==> src/rtl/core/lsh_pkg.sv <==
// ---------------------------------------------------------------------------
// lsh_pkg: shared types and constants for the 3x3 Laplacian sharpener
// Word layouts for both channels, the group descriptor passed to the
// result sequencer, register indexes and reset values.
// ---------------------------------------------------------------------------
package lsh_pkg;

  localparam int SAMP_W    = 8;
  localparam int NUM_SLOTS = 4;    // channel fields carried by one word
  localparam int ROW_W     = 12;
  localparam int COL_W     = 11;
  localparam int CFG_IDX_W = 2;
  localparam int CFG_DATA_W = 12;
  localparam int CHAN_W    = 3;

  // register indexes
  localparam logic [CFG_IDX_W-1:0] CFG_IMAGE_WIDTH   = 2'd0;
  localparam logic [CFG_IDX_W-1:0] CFG_IMAGE_HEIGHT  = 2'd1;
  localparam logic [CFG_IDX_W-1:0] CFG_CHANNEL_COUNT = 2'd2;

  // register reset values
  localparam logic [11:0] WIDTH_RST  = 12'd640;
  localparam logic [11:0] HEIGHT_RST = 12'd480;
  localparam logic [2:0]  CHAN_RST   = 3'd3;

  localparam int MIN_DIM     = 3;
  localparam int CENTER_GAIN = 5;
  localparam int PIX_MAX     = 255;

  typedef logic [SAMP_W-1:0] samp_t;

  typedef struct packed {
    samp_t sample_0;
    samp_t sample_1;
    samp_t sample_2;
    samp_t sample_3;
  } in_word_t;

  typedef struct packed {
    samp_t             result_0;
    samp_t             result_1;
    samp_t             result_2;
    samp_t             result_3;
    logic [ROW_W-1:0]  out_row;
    logic [COL_W-1:0]  out_col;
    logic              last_of_run;
  } out_word_t;

  // position of the input pixel that caused a result group
  typedef struct packed {
    logic [ROW_W-1:0] row;
    logic [COL_W-1:0] col;
    logic             last_row;
    logic             last_col;
  } grp_t;

endpackage

==> src/rtl/core/lsh_emit.sv <==
// ---------------------------------------------------------------------------
// lsh_emit: result merge and sequencer
// Captures the lane results of one input and sends its one, two or four
// result words, the first carrying the lanes, the rest the zero border.
// ---------------------------------------------------------------------------
module lsh_emit (
  input  logic                                           clk,
  input  logic                                           rst_n,
  input  logic                                           load,
  input  lsh_pkg::grp_t                                  grp,
  input  logic [lsh_pkg::NUM_SLOTS-1:0][lsh_pkg::SAMP_W-1:0] lane_res,
  output logic                                           ready,
  output logic                                           out_valid,
  input  logic                                           out_stall,
  output lsh_pkg::out_word_t                             out_data
);

  logic                                               b_valid_r, b_valid_nxt;
  logic [1:0]                                         b_idx_r, b_idx_nxt;
  lsh_pkg::grp_t                                      b_grp_r;
  logic [lsh_pkg::NUM_SLOTS-1:0][lsh_pkg::SAMP_W-1:0] b_res_r;

  logic       out_acc;
  logic [1:0] last_idx;
  logic       is_last;
  logic       done;
  logic       row_sel;
  logic       col_sel;
  logic       first;

  always_comb begin
    last_idx = {b_grp_r.last_row & b_grp_r.last_col,
                b_grp_r.last_row | b_grp_r.last_col};
    is_last  = (b_idx_r == last_idx);
    out_acc  = b_valid_r && !out_stall;
    done     = out_acc && is_last;
    ready    = !b_valid_r || done;
    // bottom row after the current one, last column after the current one
    row_sel  = b_grp_r.last_row & b_idx_r[0];
    col_sel  = b_grp_r.last_row ? (b_grp_r.last_col & b_idx_r[1])
                                : (b_grp_r.last_col & b_idx_r[0]);
    first    = (b_idx_r == 2'd0);
  end

  always_comb begin
    out_valid            = b_valid_r;
    out_data.result_0    = first ? b_res_r[0] : '0;
    out_data.result_1    = first ? b_res_r[1] : '0;
    out_data.result_2    = first ? b_res_r[2] : '0;
    out_data.result_3    = first ? b_res_r[3] : '0;
    out_data.out_row     = row_sel ? b_grp_r.row : b_grp_r.row - 12'd1;
    out_data.out_col     = col_sel ? b_grp_r.col : b_grp_r.col - 11'd1;
    out_data.last_of_run = is_last;
  end

  always_comb begin
    b_valid_nxt = b_valid_r;
    b_idx_nxt   = b_idx_r;
    if (load) begin
      b_valid_nxt = 1'b1;
      b_idx_nxt   = 2'd0;
    end else if (done) begin
      b_valid_nxt = 1'b0;
    end else if (out_acc) begin
      b_idx_nxt   = b_idx_r + 2'd1;
    end
  end

  always_ff @(posedge clk) begin
    if (!rst_n) begin
      b_valid_r <= 1'b0;
      b_idx_r   <= 2'd0;
    end else begin
      b_valid_r <= b_valid_nxt;
      b_idx_r   <= b_idx_nxt;
    end
  end

  always_ff @(posedge clk) begin
    if (load) begin
      b_grp_r <= grp;
      b_res_r <= lane_res;
    end
  end

endmodule

==> config.mk <==
export PLATFORM = sky130hd
export DESIGN_NAME = lsh_emit
export DESIGN_NICKNAME = d
export VERILOG_FILES = /design/src/rtl/core/lsh_pkg.sv /design/src/rtl/core/lsh_emit.sv
export SDC_FILE = /design/constraint.sdc
export NUM_CORES = 1
export LEC_CHECK = 0
export ABC_AREA = 1
export BUFFER_PORTS_ARGS = -buffer_cell sky130_fd_sc_hd__buf_2
export CAP_MARGIN = 40
export CORE_MARGIN = 2
export CORE_UTILIZATION = 31
export CTS_BUF_LIST = sky130_fd_sc_hd__clkbuf_2
export CTS_CLUSTER_DIAMETER = 100
export DETAILED_ROUTE_END_ITERATION = 7
export PLACE_DENSITY = 0.69
export SYNTH_ARGS = -nofsm -noshare
export SYNTH_HDL_FRONTEND = slang
export SYNTH_SLANG_ARGS = --single-unit
==> constraint.sdc <==
create_clock -name clk -period 1.6 [get_ports clk]
set_clock_uncertainty 0.15 [all_clocks]
set_input_delay 0.24 -clock clk [delete_from_list [all_inputs] [get_ports clk]]
set_output_delay 0.24 -clock clk [all_outputs]
set_load 0.05 [all_outputs]
Word level (Yosys, flattened, before mapping)

Index checks and enable logic that the tools add are counted.

Add/subtract/negate cells: 3
Equal/unequal tests: 1
Multiplexer cells: 9
Bitwise gates (word level): 7
Reductions and logical operators: 9

Operator list:

| cell                                                | count |
|---|---|
| 2-to-1 mux 8 bit                                    | 4 |
| 2-to-1 mux 12 bit                                   | 1 |
| subtractor 12 x 1 -> 12 bit (second input constant) | 1 |
| 2-to-1 mux 11 bit                                   | 1 |
| subtractor 11 x 1 -> 11 bit (second input constant) | 1 |
| AND 1 bit                                           | 4 |
| 2-to-1 mux 1 bit                                    | 3 |
| adder 2 x 1 -> 2 bit (second input constant)        | 1 |
| == test 2 bit                                       | 1 |
| logical AND 1 bit                                   | 2 |
| zero test 1 bit                                     | 2 |
| zero test 2 bit                                     | 1 |
| inverter 1 bit                                      | 2 |
| AND reduction 2 bit                                 | 1 |
| nonzero test 2 bit                                  | 1 |
| OR reduction 2 bit                                  | 1 |
| logical OR 1 bit                                    | 1 |
| OR 1 bit                                            | 1 |

Register bits after elaboration: 60
Input bits: 61
Output and inout bits: 58
Word-level logic and storage cells: 39

Longest topological paths before layout

Depth in word-level cells: 5
Mapped depth: 8
Mapped depth without buffers: 8

Worst setup path before layout

Ideal clock, no wire load.

Path type: register to output
Start point: reg b_grp_r[2] in the netlist's numbering
End point: out out_data[7] in the netlist's numbering
Arrival time: 1897 ps
Data required time: 1210 ps
Setup slack: -687 ps
Stages on the path, launching flop included: 6
Buffers on the path: 0
Cell sequence: edfxtp_1 -> inv_1 -> ha_1 -> nor3b_4 -> nand3_2 -> xnor2_1

RTL lines:

| element                | line           | text |
|---|---|---|
| start, declared        | lsh_emit.sv:20 | `lsh_pkg::grp_t b_grp_r;` |
| start signal, assigned | lsh_emit.sv:81 | `b_grp_r <= grp;` |
| end, declared          | lsh_emit.sv:15 | `output lsh_pkg::out_word_t out_data` |

==> results by group <==
Status
  • Status: finished with violations
  • Failing checks: negative setup slack

Place
  • Count of input and output buffers: about 120
  • Final HPWL DP: 4770 um
  • Placer congestion estimate: 0.7973
  • Pre-CTS setup slack: -349.0 ps

Clocking
  • CTS Buffer Depth: 2
  • Clk Latency, worst-skew pair: 460 ps
  • Total clock sinks: 60
  • CTS tree: built
  • Root Buffer: clkbuf_2
  • Cts bufs inserted: 9
  • H-tree levels: 3
  • Clk pin slew, worst setup/hold paths: about 190 ps

Power and ir drop
  • Total power: 4.963 mW
  • Cell area power density: 831.0 mW/mm^2
  • P_leak: 2.630 nW
  • Worst VDD drop: about 650 uV

Finish
  • ANT cells: 0
  • Layout cells sized above 1: 66.00%
  • Layout Nets: ~560
  • Area Growth Syn to Fin: 112.4%

Floorplan
  • Die Width: roughly 99 um
  • Die Y: 99.23 um
  • Starting density of the core: 32.08%
  • Core area: 0.008763 sq mm
  • DIE AREA: just under 0.01 sq mm
  • # rows: 34
  • Number of I/O pins: 119

Timing
  • Setup violations, final: 59
  • Final-report max-slew violation count: 0
  • Max_slew headroom: roughly four fifths
  • Unrepaired setup endpoints after global routing: yes
  • Final WS setup: -732.6 ps
  • Final Hold Fails: 0
  • Fmax: about 430 MHz
  • Least-Margin Pin Slew: 276.1 ps
  • Final period utilization: 145.8%
  • Tmin final: 2333 ps
  • Setup TNS: -27600 ps

Setup path
  • WS Path Type: reg -> out
  • Startpoint Class: flip-flop
  • Worst R2R Start: b_grp_r[1]
  • Crit path max fanout: 5
  • Critical path arrival: around 1900 ps
  • R2r endpoint: b_idx_r[0]
  • Worst endpoint required time: 1210 ps
  • Cell depth of the worst flop-to-flop path: 9
  • Worst reg-to-reg setup slack: -40 ps
  • Critical path endpoint category: output pin

Min path
  • Hold Crit Depth: 5
  • Hold endpoint: out_valid
  • HP Start: out_stall
  • Worst min-delay path category: in -> reg

Global route
  • Vias in the first global route: around 2.9k
  • Antenna violations before repair: 0
  • Global-route wire length before repair: 13390 um
  • Total track usage: 17.57%
  • Largest net degree at the start of global routing: 27
  • Gr ovfl total: 0

Route
  • Routed Antenna Nets: 0
  • Drc violations: 0
  • Via density per instance: 4.262
  • WL/cell: 14.16 um
  • DR vias: approximately 2.6k
  • First-pass iteration count of the detailed router: 4
  • DR iter-0 viols: between 60 and 70
  • Routed Wire Length: 8608 um

Synth
  • Fraction of the yosys area taken by sequential cells: 63.02%
  • Synth area leaders: edfxtp_1, nand2_1, inv_1
  • Register bit total from synthesis: 60
  • Mapped Area: 0.002811 sq mm
  • Post-synth top area cell: edfxtp_1
  • Syn nets: 325
  • Mapped Cells: around 260
  • Area share of the largest cell type after synthesis: 60.88%
  • Yosys cell types: 28
  • Synth Area per Inst: 10.77 sq um
  • YS warnings: 0

Flow run
  • Max-Cap Viols: 0
[cells by family after synthesis]
kind of cell	synth area share, %
flip-flops	63.02
AO/OA/AOI/OAI	1.424
adder cells (fa/ha/maj)	1.335
XOR/XNOR	6.053
AND/OR/NAND/NOR	19.36
buffers and inverters	8.812
[synth_stat cells, drive strengths merged]
| cell | number |
|---|---|
| a21oi | 5 |
| nand2 | 67 |
| nor3 | 2 |
| buf | 2 |
| nand4 | 3 |
| or2 | 3 |
| xor2 | 12 |
| inv | 58 |
| nand3 | 12 |
| dfxtp | 3 |
| nor2 | 23 |
| nor3b | 1 |
| ha | 3 |
| clkbuf | 3 |
| o21ai | 3 |
| edfxtp | 57 |
| xnor2 | 4 |
[state kept, by name, summed over array words and instances (netlist names)]
register and count:
b_idx_r 2, b_res_r 32, b_grp_r 25, out_valid 1
[through the flow]
stage          cell area (sq um)  cells  hold slack [ps]  utilization [%]
3_5_place_dp                4105    518            268.1            46.84
6_report                    5972    608            69.31            68.15
4_1_cts                     5794    607            3.508            66.12
2_1_floorplan               3105    261            188.9                -
3_3_place_gp                4105    518            266.0            46.84
5_1_grt                     5972    608            55.24            68.15
[worst max path at each step]
| stage | end | depth (start not counted) | startpoint | slack [ps] |
|---|---|---|---|---|
| floorplan | out_data[7] | 5 | b_grp_r[2] | -250 |
| global placement | out_data[9] | 8 | b_grp_r[3] | -310 |
| detailed placement | out_data[9] | 8 | b_grp_r[3] | -350 |
| CTS | out_data[11] | 8 | b_grp_r[2] | -780 |
| global route | out_data[11] | 8 | b_grp_r[2] | -910 |
| finish | out_data[7] | 7 | b_grp_r[2] | -730 |
[cell type report]
class | instances | area [sq um]
fillers | 620 | 2791
repair buffers | 228 | 2215
flip-flops and latches | 60 | 1778
multi-input cells | 138 | 1471
inverters | 58 | 236.5
well taps | 108 | 135.1
clock inverters | 7 | 91.34
clock buffers | 9 | 45.04
[worst max-delay path: stages (launching register included)]
cell and delay [ps]:
edfxtp_1 430, inv_2 90, ha_4 120, nor3b_4 230, nand3_4 150, buf_12 160, xnor2_4 120, buf_6 170
[layout by cell type, fill, tap and decap left out, drive strengths merged]
cell type / Yosys / final
inv: 58 / 55
ha: 3 / 3
clkbuf: 3 / 10
buf: 2 / 168
nor3: 2 / 2
nand4: 3 / 3
or2: 3 / 3
xor2: 12 / 12
o21ai: 3 / 3
nor3b: 1 / 1
nand2: 67 / 67
a21oi: 5 / 5
edfxtp: 57 / 57
dlygate4sd3: 0 / 59
bufinv: 0 / 2
nor2: 23 / 23
dfxtp: 3 / 3
clkinvlp: 0 / 4
clkinv: 0 / 4
xnor2: 4 / 4
nand3: 12 / 12
[report_power, final]
part	leakage [nW]	switching, mW	internal (mW)
combinational	1.96	1.05	0.851
sequential	0.584	0.0960	1.86
clock	0.0816	0.596	0.512
[timing repair]
action / CTS / global route
resized for setup: 256 / 62
pin swaps: 25 / 18
hold endpoints to repair: 66 / 0
hold buffers: 59 / 0
cloned: 3 / 0
endpoints found under the setup margin: 57 / 60
setup buffers: 11 / 7
[routing by layer]
metal / global-route usage (%) / wire (um)
met1: 18.10 / 3078
met2: 33.26 / 4899
met4: 6.006 / 131
met5: 0 / 0
met3: 5.622 / 498
No activity file was read; power rests on OpenSTA's default activity.
