`src/rtl/core/lsh_pkg.sv`:
```
// ---------------------------------------------------------------------------
// lsh_pkg: shared types and constants for the 3x3 Laplacian sharpener
// Word layouts for both channels, the group descriptor passed to the
// result sequencer, register indexes and reset values.
// ---------------------------------------------------------------------------
package lsh_pkg;

  localparam int SAMP_W    = 8;
  localparam int NUM_SLOTS = 4;    // channel fields carried by one word
  localparam int ROW_W     = 12;
  localparam int COL_W     = 11;
  localparam int CFG_IDX_W = 2;
  localparam int CFG_DATA_W = 12;
  localparam int CHAN_W    = 3;

  // register indexes
  localparam logic [CFG_IDX_W-1:0] CFG_IMAGE_WIDTH   = 2'd0;
  localparam logic [CFG_IDX_W-1:0] CFG_IMAGE_HEIGHT  = 2'd1;
  localparam logic [CFG_IDX_W-1:0] CFG_CHANNEL_COUNT = 2'd2;

  // register reset values
  localparam logic [11:0] WIDTH_RST  = 12'd640;
  localparam logic [11:0] HEIGHT_RST = 12'd480;
  localparam logic [2:0]  CHAN_RST   = 3'd3;

  localparam int MIN_DIM     = 3;
  localparam int CENTER_GAIN = 5;
  localparam int PIX_MAX     = 255;

  typedef logic [SAMP_W-1:0] samp_t;

  typedef struct packed {
    samp_t sample_0;
    samp_t sample_1;
    samp_t sample_2;
    samp_t sample_3;
  } in_word_t;

  typedef struct packed {
    samp_t             result_0;
    samp_t             result_1;
    samp_t             result_2;
    samp_t             result_3;
    logic [ROW_W-1:0]  out_row;
    logic [COL_W-1:0]  out_col;
    logic              last_of_run;
  } out_word_t;

  // position of the input pixel that caused a result group
  typedef struct packed {
    logic [ROW_W-1:0] row;
    logic [COL_W-1:0] col;
    logic             last_row;
    logic             last_col;
  } grp_t;

endpackage

```
`src/rtl/core/lsh_lane.sv`:
```
// ---------------------------------------------------------------------------
// lsh_lane: one channel of the sharpening kernel
// 5*center minus the left, right, up and down neighbors, clamped to 0..255; zero when off.
// ---------------------------------------------------------------------------
module lsh_lane (
  input  lsh_pkg::samp_t center,
  input  lsh_pkg::samp_t left,
  input  lsh_pkg::samp_t right,
  input  lsh_pkg::samp_t up,
  input  lsh_pkg::samp_t down,
  input  logic           en,
  output lsh_pkg::samp_t res
);

  logic [10:0]        gain;
  logic [9:0]         nsum;
  logic signed [11:0] diff;

  always_comb begin
    gain = 11'(center) * 11'(lsh_pkg::CENTER_GAIN);
    nsum = 10'(left) + 10'(right) + 10'(up) + 10'(down);
    diff = $signed({1'b0, gain}) - $signed({2'b00, nsum});
    if (!en || diff < 12'sd0) begin
      res = '0;
    end else if (diff > 12'(lsh_pkg::PIX_MAX)) begin
      res = lsh_pkg::samp_t'(lsh_pkg::PIX_MAX);
    end else begin
      res = diff[7:0];
    end
  end

endmodule

```
`config.mk`:
```
export PLATFORM = sky130hd
export DESIGN_NAME = lsh_lane
export DESIGN_NICKNAME = d
export VERILOG_FILES = /design/src/rtl/core/lsh_pkg.sv /design/src/rtl/core/lsh_lane.sv
export SDC_FILE = /design/constraint.sdc
export NUM_CORES = 1
export LEC_CHECK = 0
export BUFFER_PORTS_ARGS = -buffer_cell sky130_fd_sc_hd__buf_2
export CAP_MARGIN = 20
export CORE_MARGIN = 1.5
export CORE_UTILIZATION = 42
export DETAILED_ROUTE_END_ITERATION = 10
export GPL_TIMING_DRIVEN = 0
export PLACE_DENSITY = 0.7
export RECOVER_POWER = 100
export SYNTH_ARGS = -nofsm -noshare
export SYNTH_HDL_FRONTEND = slang
export SYNTH_SLANG_ARGS = --single-unit
```
`constraint.sdc`:
```
create_clock -name vclk -period 5.22
set_input_delay 0.783 -clock vclk [all_inputs]
set_output_delay 0.783 -clock vclk [all_outputs]
set_load 0.01 [all_outputs]
```
## Word-level counts from Yosys, hierarchy flattened

Cells that the tools add are included.

- Reductions and logical operators: 2
- $lt $le $gt $ge: 2
- Multipliers: 1
- Add/sub/neg operators: 4
- Muxes and demuxes: 2

Operators with widths:

| cell | count |
|---|---|
| $mux W8 | 2 |
| $gt A12 B9 Y1 const B | 1 |
| $lt A12 B1 Y1 const B | 1 |
| $sub A11 B10 Y12 | 1 |
| $mul A8 B3 Y11 const B | 1 |
| $add A10 B8 Y10 | 1 |
| $add A9 B8 Y10 | 1 |
| $add A8 B8 Y9 | 1 |
| $logic_not A1 Y1 | 1 |
| $logic_or A1 B1 Y1 | 1 |

- Output and inout port bits: 8
- Logic and storage cells: 11
- Input bits: 41
- Bits in registers: 0

## Longest topological paths before layout

Gate-level depths: netlist (run 1).

- Depth after elaboration: 7
- Depth in mapped cells: 16
- Gate-level depth less buffers: 16

## Least setup slack after synthesis (run 1)

Ideal clock, no wire load.

- Kind: input to output
- Start point: in right[1]
- End point: out res[0]
- Stages: 16
- Buffers on the path: 0
- Data required time: 4437 ps
- Path slack: -284 ps
- Arrival time: 4721 ps
- Cells stage by stage: inv_1 > fa_1 > inv_1 > fa_1 > inv_1 > ha_1 > inv_1 > fa_1 > inv_1 > ha_1 > fa_1 > a211oi_1 > o21ai_0 > a221oi_1 > mux2_2 > a41oi_1

- Word-level cells in the longest chain between the ends: 7
- Elaborated cells between the ends (all ways): 9
- Those cells by class: add/sub (4); order compare (2); mux (2); reduce/logical (1)

Ends and longest elaborated chain:

| element | RTL line | RTL |
|---|---|---|
| start: declaration | lsh_lane.sv:8 | `input lsh_pkg::samp_t right,` |
| $add A8 B8 Y9 (*) | lsh_lane.sv:21 | `nsum = 10'(left) + 10'(right) + 10'(up) + 10'(down);` |
| $add A9 B8 Y10 (*) | lsh_lane.sv:21 |  |
| $add A10 B8 Y10 (*) | lsh_lane.sv:21 |  |
| $sub A11 B10 Y12 (*) | lsh_lane.sv:22 | `diff = $signed({1'b0, gain}) - $signed({2'b00, nsum});` |
| $gt A12 B9 Y1 or $lt A12 B1 Y1 (tied branches) | lsh_lane.sv:25, lsh_lane.sv:23 |  |
| $mux W8 or $logic_or A1 B1 Y1 (tied branches) | lsh_lane.sv:25, lsh_lane.sv:23 |  |
| $mux W8 (*) | lsh_lane.sv:23 | `if (!en \|\| diff < 12'sd0) begin` |
| end: declaration | lsh_lane.sv:12 | `output lsh_pkg::samp_t res` |

Mark *: on every way between the ends. The rest lies on a longest branch, timed or not.

## Worst setup path after layout (run 1)

- Start point: in right[1]
- End point: out res[4]

The elaborated chain is that of the path after synthesis.

==> results of run 1 <==
==> cells in the mapped netlist (2+ instances only) <==
cell,count,share of area (%)
and4_1,2,1.1
ha_1,23,18
xor2_1,3,1.6
a21oi_1,7,2.2
nor2_1,2,0.47
xnor2_1,3,1.6
inv_1,89,21
a21o_1,3,1.4
o211ai_1,3,1.4
fa_1,30,37
a41oi_1,8,4.3
o21ai_1,2,0.62
==> through the flow <==
step	utilization [%]	setup slack, ps	instances	power (mW)	TNS (ps)
6_report	60.7	-291	295	1.44	-2240
5_1_grt	60.7	-450	295	1.61	-3520
4_1_cts	59.0	-314	292	1.35	-2450
3_5_place_dp	57.5	-381	287	1.23	-2910
3_3_place_gp	57.5	-372	287	1.21	-2890
2_1_floorplan	-	0.949	190	1.03	0
==> metal layers <==
layer	track usage, %	share of wire, %	up-vias	wire length, µm
met3	0	2.8	0	80
met1	19.8	43	643	1210
met4	0	0	0	0
met2	29.9	54	27	1530
met5	0	0	-	0
li1	-	-	685	-
==> worst max-delay path by stage <==
stage,to,slack (ps),cells past startpoint
2_1_floorplan,res[0],0.9,16
3_3_place_gp,res[4],-370,18
3_5_place_dp,res[0],-380,18
4_1_cts,res[1],-310,18
5_1_grt,res[1],-450,18
6_report,res[4],-290,18
==> tightest hold or removal path: stages <==
cell	delay, ps
buf_2	110
ha_4	120
inv_1	40
a41oi_2	110
buf_2	130
==> layout make-up <==
class | count | area share [%]
inverter | 89 | 15.1
buffer | 1 | 0.338
timing repair buffer | 57 | 15.3
multi-input combinational | 100 | 66.5
tap | 48 | 2.70
==> power breakdown <==
part / switching, mW / internal [mW]
Clock: 0 / 0
Combinational: 0.728 / 0.714
Sequential: 0 / 0
Total: 0.728 / 0.714
==> timing repair <==
item / 4_1_cts / 5_1_grt
endpoints found under the setup margin: 8 / 8
pin swaps: 9 / 5
gates resized for setup: 2 / 5
buffers inserted: 5 / 3
==> cell families after synthesis <==
family / count (synthesis) / synth area share [%]
adder cells (fa/ha/maj): 53 / 55.1
buffers and inverters: 90 / 21.2
XOR/XNOR: 6 / 3.26
AO/OA/AOI/OAI: 31 / 15.6
multiplexers: 3 / 2.25
AND/OR/NAND/NOR: 7 / 2.64
==> results.ini, run 1 <==
[run_status]
status = finished, violations left
violations = negative setup slack

[critical_path]
cp_common_cell = inv_2
crit_family = adder cells
slowest_delay_ps = 540
start_kind = primary input
worstPathCellList = buf_6 > inv_4 > fa_1 > inv_2 > fa_1 > inv_2 > ha_4 > inv_2 > fa_1 > inv_2 > ha_4 > fa_2 > a211oi_2 > o21ai_2 > a221oi_2 > mux2_4 > a41oi_2 > buf_2
critPathLaunch = right[1]
arrival_ps = 4730
crit_type = primary input to primary output
critPathSlowestCell = fa_1
crit_buf_inv = 7
worstPathRequired_ps = 4440
end_kind = primary output
path_max_fanout = 8

[sta]
period_share_pct = 106
period_minus_slack_ps = 5510
setup_ws_ps = -291
setup_viol = 8
grt_setup_unrepaired = yes
relSlewSlack_pct = 73.0
tightestPinTransition_ps = 405
fmax_mhz = 181
finalHoldViolations = 0
drv_slew = 0
whs_ps = 2080

[placed_design]
placed_area_um2 = 2100
post-dp-hpwl_um = 2590
port_buffers = 49
gp_congestion = 0.761

[floorplan]
start_util_pct = 44.1
rows = 22
ios = 49
die-area_um2 = 4220
die_h_um = 65.0
core_area_um2 = 3660
dieWidth_um = 65.0

[global_routing]
grt_pass1_vias = 1387
antenna_found_initial = 0
grt_max_degree = 10
overflow = 0
grt_pass1_wl_um = 5310
grt_usage_pct = 15.2

[synthesis]
synth_cell_types = 27
synth.cell_area_um2 = 1610
syn_inst = 190
yosysSeqAreaShare_pct = 0
synth_area_per_cell_um2 = 8.49
yosysWarnings = 0
syn_nets = 284

[hold_path]
whs_path_depth = 5
hold_path_class = primary input to primary output
min_from = center[0]
hold_end = res[1]

[layout]
design_area_um2 = 2220
fill_cells = 341
syn_to_final_growth_pct = 37.9
nNetsFinal = 343
seqCellArea_um2 = 0
final_common_cell = inv_1
seq_cell_count = 0
antenna_cells = 0
nClkBuffers = 0
mostFrequentLayoutCells = inv_1 (83), buf_2 (48), fa_1 (29)
multi_input_area_um2 = 1480
drive_gt1_share_pct = 37.7

[drt]
drc_errors = 0
drt_iter0_drc = 17
ant_nets = 0
wl_per_cell_um = 9.58
vias_per_cell = 4.59
vias = 1355
finalWirelength_um = 2830
firstDrtPassIters = 2

[job]
maxCapViolations = 0

[power_and_ir_drop]
vdd_drop_max_uv = 282
powerDensity_nw_per_um2 = 649
p_leak_nw = 1.25

[clock_network]
hold_buffers = 0

Note: power is estimated with default switching activity, not from simulation.
==> inputs of run 2 (changes only) <==
--- a/config.mk
+++ b/config.mk
@@ -11,7 +11,7 @@
 export CORE_UTILIZATION = 42
 export DETAILED_ROUTE_END_ITERATION = 10
 export GPL_TIMING_DRIVEN = 0
-export PLACE_DENSITY = 0.7
+export PLACE_DENSITY_LB_ADDON = 0.12
 export RECOVER_POWER = 100
 export SYNTH_ARGS = -nofsm -noshare
 export SYNTH_HDL_FRONTEND = slang
==> run 2 against run 1 <==
The flow still finishes with violations (negative setup slack); critical path type unchanged; utilization fell by 0.55 points; cell area is 0.90% lower; critical path depth stayed put; via count is 1.7% lower; hold slack got worse by 3.8 ps; clock-buffer cell count unchanged; sequential share of layout area is the same; setup slack improved by 16 ps; fmax is 0.29% higher; die area unchanged; critical endpoint unchanged; routed wire length is 2.9% lower.
==> results.ini, run 2 (synthesis results as in run 1) <==
[global_routing]
grt_pass1_wl_um = 5020
gr-usage-met3_pct = 0.174
antenna_found_initial = 0
overflow = 0
grt_usage_pct = 14.2
use_met1_pct = 17.7
grt_max_degree = 10
gr-usage-met2_pct = 28.7
grt_pass1_vias = 1306
top_usage_layer = met2

[placed_design]
post-place-ws_ps = -365
placed_area_um2 = 2100
gp_congestion = 0.817
post-dp-hpwl_um = 2440
port_buffers = 49

[layout]
final_common_cell = inv_1
syn_to_final_growth_pct = 36.6
drive_gt1_share_pct = 36.9
design_area_um2 = 2200
nClkBuffers = 0
seqCellArea_um2 = 0
fill_cells = 358
antenna_cells = 0
mostFrequentLayoutCells = inv_1 (83), buf_2 (47), fa_1 (29)
seq_cell_count = 0
nNetsFinal = 340

[drt]
vias = 1332
drc_errors = 0
firstDrtPassIters = 4
wl_per_cell_um = 9.40
ant_nets = 0
finalWirelength_um = 2740
vias_per_cell = 4.56
drt_iter0_drc = 10

[sta]
tightestPinTransition_ps = 400
finalHoldViolations = 0
relSlewSlack_pct = 73.3
setup_viol = 8
drv_slew = 0
period_minus_slack_ps = 5490
setup_ws_ps = -275
grt_setup_unrepaired = yes
period_share_pct = 105
fmax_mhz = 182

[floorplan]
rows = 22
start_util_pct = 44.1
ios = 49
die_h_um = 65.0
die-area_um2 = 4220
dieWidth_um = 65.0
core_area_um2 = 3660

[run_status]
status = finished, violations left
violations = negative setup slack

[critical_path]
arrival_ps = 4710
path_max_fanout = 8
start_kind = primary input
crit_type = primary input to primary output
worstPathRequired_ps = 4440
end_kind = primary output

[hold_path]
min_from = center[0]
whs_path_depth = 5
hold_end = res[1]
hold_path_class = primary input to primary output

[power_and_ir_drop]
swShare_pct = 51.1
comb_power_share_pct = 100.0
p_seq_share_pct = 0
p_total_mw = 1.40
powerDensity_nw_per_um2 = 636
vdd_drop_max_uv = 287
p_switching_uw = 717
internal_power_uw = 686
p_leak_nw = 1.24
clock_power_share_pct = 0

[clock_network]
hold_buffers = 0

[job]
maxCapViolations = 0

run 2: changes by cell type in the layout (fill, tap and decap cells not counted), sizes merged:
cell  change
buf       -3
run 2: through the flow:
stage	setup TNS, ps	instances	util [%]	hold slack [ps]
floorplan	0	190	-	1860
global placement	-2830	287	57.5	2080
detailed placement	-2840	287	57.5	2080
CTS	-2280	291	59.6	2080
global route	-3490	292	60.2	2100
finish	-2050	292	60.2	2070
run 2: worst max path at each step:
| stage | cells past startpoint | start | end |
|---|---|---|---|
| after floorplan | 16 | right[1] | res[0] |
| after global placement | 18 | right[1] | res[4] |
| after detailed placement | 18 | right[1] | res[0] |
| after CTS | 18 | down[1] | res[4] |
| after global routing | 18 | down[1] | res[0] |
| final | 18 | down[1] | res[4] |
run 2: layout make-up:
class              instances  area (µm²)  area share (%)
well taps                 48        60.1            2.73
multi-input cells        100        1480            67.1
repair buffers            54         320            14.5
plain buffers              1        7.51           0.341
inverters                 89         337            15.3
run 2: worst max-delay path: stages:
cell      delay [ps]
buf_6             70
inv_2             30
fa_1             520
inv_1             50
fa_1             490
inv_2             50
ha_4             260
inv_2             30
fa_1             490
inv_2             50
ha_4             160
fa_2             380
a211oi_2         210
o21ai_2          110
a221oi_2         300
mux2_4           400
a41oi_2          180
buf_2            150
run 2: layer usage:
layer / vias to the layer above / routed length [µm]
li1: 683 / -
met1: 625 / 1150
met2: 24 / 1510
met3: 0 / 81
met4: 0 / 0
met5: - / 0
run 2: what timing repair did:
| action | in CTS | in global routing |
|---|---|---|
| resized for setup | 4 | 3 |
| pin swaps | 10 | 5 |
| setup buffers | 4 | 1 |
| endpoints found under the setup margin | 8 | 8 |
run 2: power groups by stage:
stage	Combinational (mW)	Clock (mW)	Sequential [mW]
5_1_grt	1.56	0	0
2_1_floorplan	1.03	0	0
4_1_cts	1.39	0	0
3_3_place_gp	1.22	0	0
6_report	1.40	0	0
3_5_place_dp	1.23	0	0
==> inputs of run 3 (changes only) <==
--- a/config.mk
+++ b/config.mk
@@ -5,6 +5,7 @@
 export SDC_FILE = /design/constraint.sdc
 export NUM_CORES = 1
 export LEC_CHECK = 0
+export ABC_CLOCK_PERIOD_IN_PS = 5220
 export BUFFER_PORTS_ARGS = -buffer_cell sky130_fd_sc_hd__buf_2
 export CAP_MARGIN = 20
 export CORE_MARGIN = 1.5
@@ -13,6 +14,8 @@
 export GPL_TIMING_DRIVEN = 0
 export PLACE_DENSITY_LB_ADDON = 0.12
 export RECOVER_POWER = 100
+export SETUP_SLACK_MARGIN = 0.05
 export SYNTH_ARGS = -nofsm -noshare
 export SYNTH_HDL_FRONTEND = slang
 export SYNTH_SLANG_ARGS = --single-unit
+export TNS_END_PERCENT = 30
==> run 3 against run 2 <==
The run still ends with negative setup slack left; critical endpoint is now res[6]; combinational power about the same; routed wire length down 2.7%; via count up 1.1%; critical path type unchanged; global-route usage about the same; non-clock buffer count unchanged; first-iteration DRC count up 90%; highest routed layer is now met4; cell area down 0.51%; clock-buffer cell count unchanged; sequential share of layout area unchanged; hold slack worse by 13 ps.
==> results.ini, run 3 (synthesis results as in run 1) <==
[run_status]
status = finished, violations left
violations = negative setup slack

[floorplan]
core_area_um2 = 3660
rows = 22
dieWidth_um = 65.0
die_h_um = 65.0
ios = 49
start_util_pct = 44.1
die-area_um2 = 4220

[placed_design]
post-place-ws_ps = -442
gp_congestion = 0.718
post-dp-hpwl_um = 2430
port_buffers = 49

[global_routing]
grt_pass1_wl_um = 5060
grt_usage_pct = 14.2
grt_max_degree = 10
antenna_found_initial = 0
grt_pass1_vias = 1370
overflow = 0

[critical_path]
critPathSlowestCell = fa_1
crit_family = adder cells
slowest_delay_ps = 540
path_max_fanout = 8
worstPathCellList = buf_6 > inv_2 > fa_1 > inv_1 > fa_1 > inv_1 > ha_1 > inv_2 > fa_1 > inv_2 > ha_4 > fa_2 > a211oi_2 > o21ai_2 > a221oi_2 > mux2_4 > a41oi_2 > buf_2
end_kind = primary output
crit_type = primary input to primary output
crit_buf_inv = 7
arrival_ps = 4790
start_kind = primary input
worstPathRequired_ps = 4440

[drt]
vias_per_cell = 4.61
finalWirelength_um = 2670
vias = 1346
drc_errors = 0
ant_nets = 0
wl_per_cell_um = 9.15
firstDrtPassIters = 4
drt_iter0_drc = 19

[power_and_ir_drop]
p_leak_nw = 1.24
vdd_drop_max_uv = 375
clock_power_share_pct = 0
p_seq_share_pct = 0
internal_power_uw = 679
p_switching_uw = 718
powerDensity_nw_per_um2 = 637
swShare_pct = 51.4
comb_power_share_pct = 100.0

[hold_path]
whs_path_depth = 5
hold_end = res[1]
hold_path_class = primary input to primary output
min_from = center[0]

[sta]
finalHoldViolations = 0
period_minus_slack_ps = 5570
setup_ws_ps = -352
tightestPinTransition_ps = 425
setup_viol = 8
whs_ps = 2060
period_share_pct = 107
fmax_mhz = 179
relSlewSlack_pct = 71.6
drv_slew = 0
grt_setup_unrepaired = yes

[layout]
nClkBuffers = 0
nNetsFinal = 340
final_common_cell = inv_1
syn_to_final_growth_pct = 35.9
mostFrequentLayoutCells = inv_1 (83), buf_2 (47), fa_1 (29)
antenna_cells = 0
seq_cell_count = 0
seqCellArea_um2 = 0
drive_gt1_share_pct = 36.5

[clock_network]
hold_buffers = 0

[job]
maxCapViolations = 0

[run 3: routing by layer]
metal	share of wire, %	global-route usage [%]
met1	42	17.0
met2	54	29.6
met3	3.2	0
met4	0.79	0
met5	0	0
[run 3: power groups by stage]
stage | Combinational, mW | Sequential, mW | Clock [mW]
after floorplan | 1.03 | 0 | 0
after global placement | 1.22 | 0 | 0
after global routing | 1.55 | 0 | 0
after CTS | 1.30 | 0 | 0
final | 1.40 | 0 | 0
after detailed placement | 1.22 | 0 | 0
[run 3: worst max-delay path by stage]
stage                        start      to  slack [ps]  cells past startpoint
after global routing       down[1]  res[6]        -450                     18
after global placement    right[1]  res[2]        -410                     18
after detailed placement  right[1]  res[3]        -440                     18
after floorplan           right[1]  res[0]           4                     16
final                      down[1]  res[6]        -350                     18
after CTS                  down[1]  res[2]        -370                     18
[run 3: cell type report]
cell class,count,area (µm²)
fillers,358,1470
inverters,89,342
well taps,48,60.1
repair buffers,54,317
plain buffers,1,7.51
multi-input cells,100,1470
[run 3: worst min-delay path: stages]
cell and delay (ps):
buf_2 110, ha_4 120, inv_1 40, a41oi_2 110, buf_2 130
[run 3: repair_timing]
item,CTS,global route
endpoints found under the hold margin,0,0
gates cloned,0,0
setup buffers,3,2
resized for setup,4,2
pin swaps,9,6
setup endpoints to repair,8,8
[run 3: per-stage QoR]
step	TNS (ps)	total power [mW]	utilization, %	std cells	cell area (µm²)
after floorplan	0	1.03	-	190	1800
after global placement	-3250	1.22	57.6	287	2110
after detailed placement	-3500	1.22	57.6	287	2110
after CTS	-2920	1.30	58.8	290	2150
after global routing	-3480	1.55	59.9	292	2190
final	-2510	1.40	59.9	292	2190
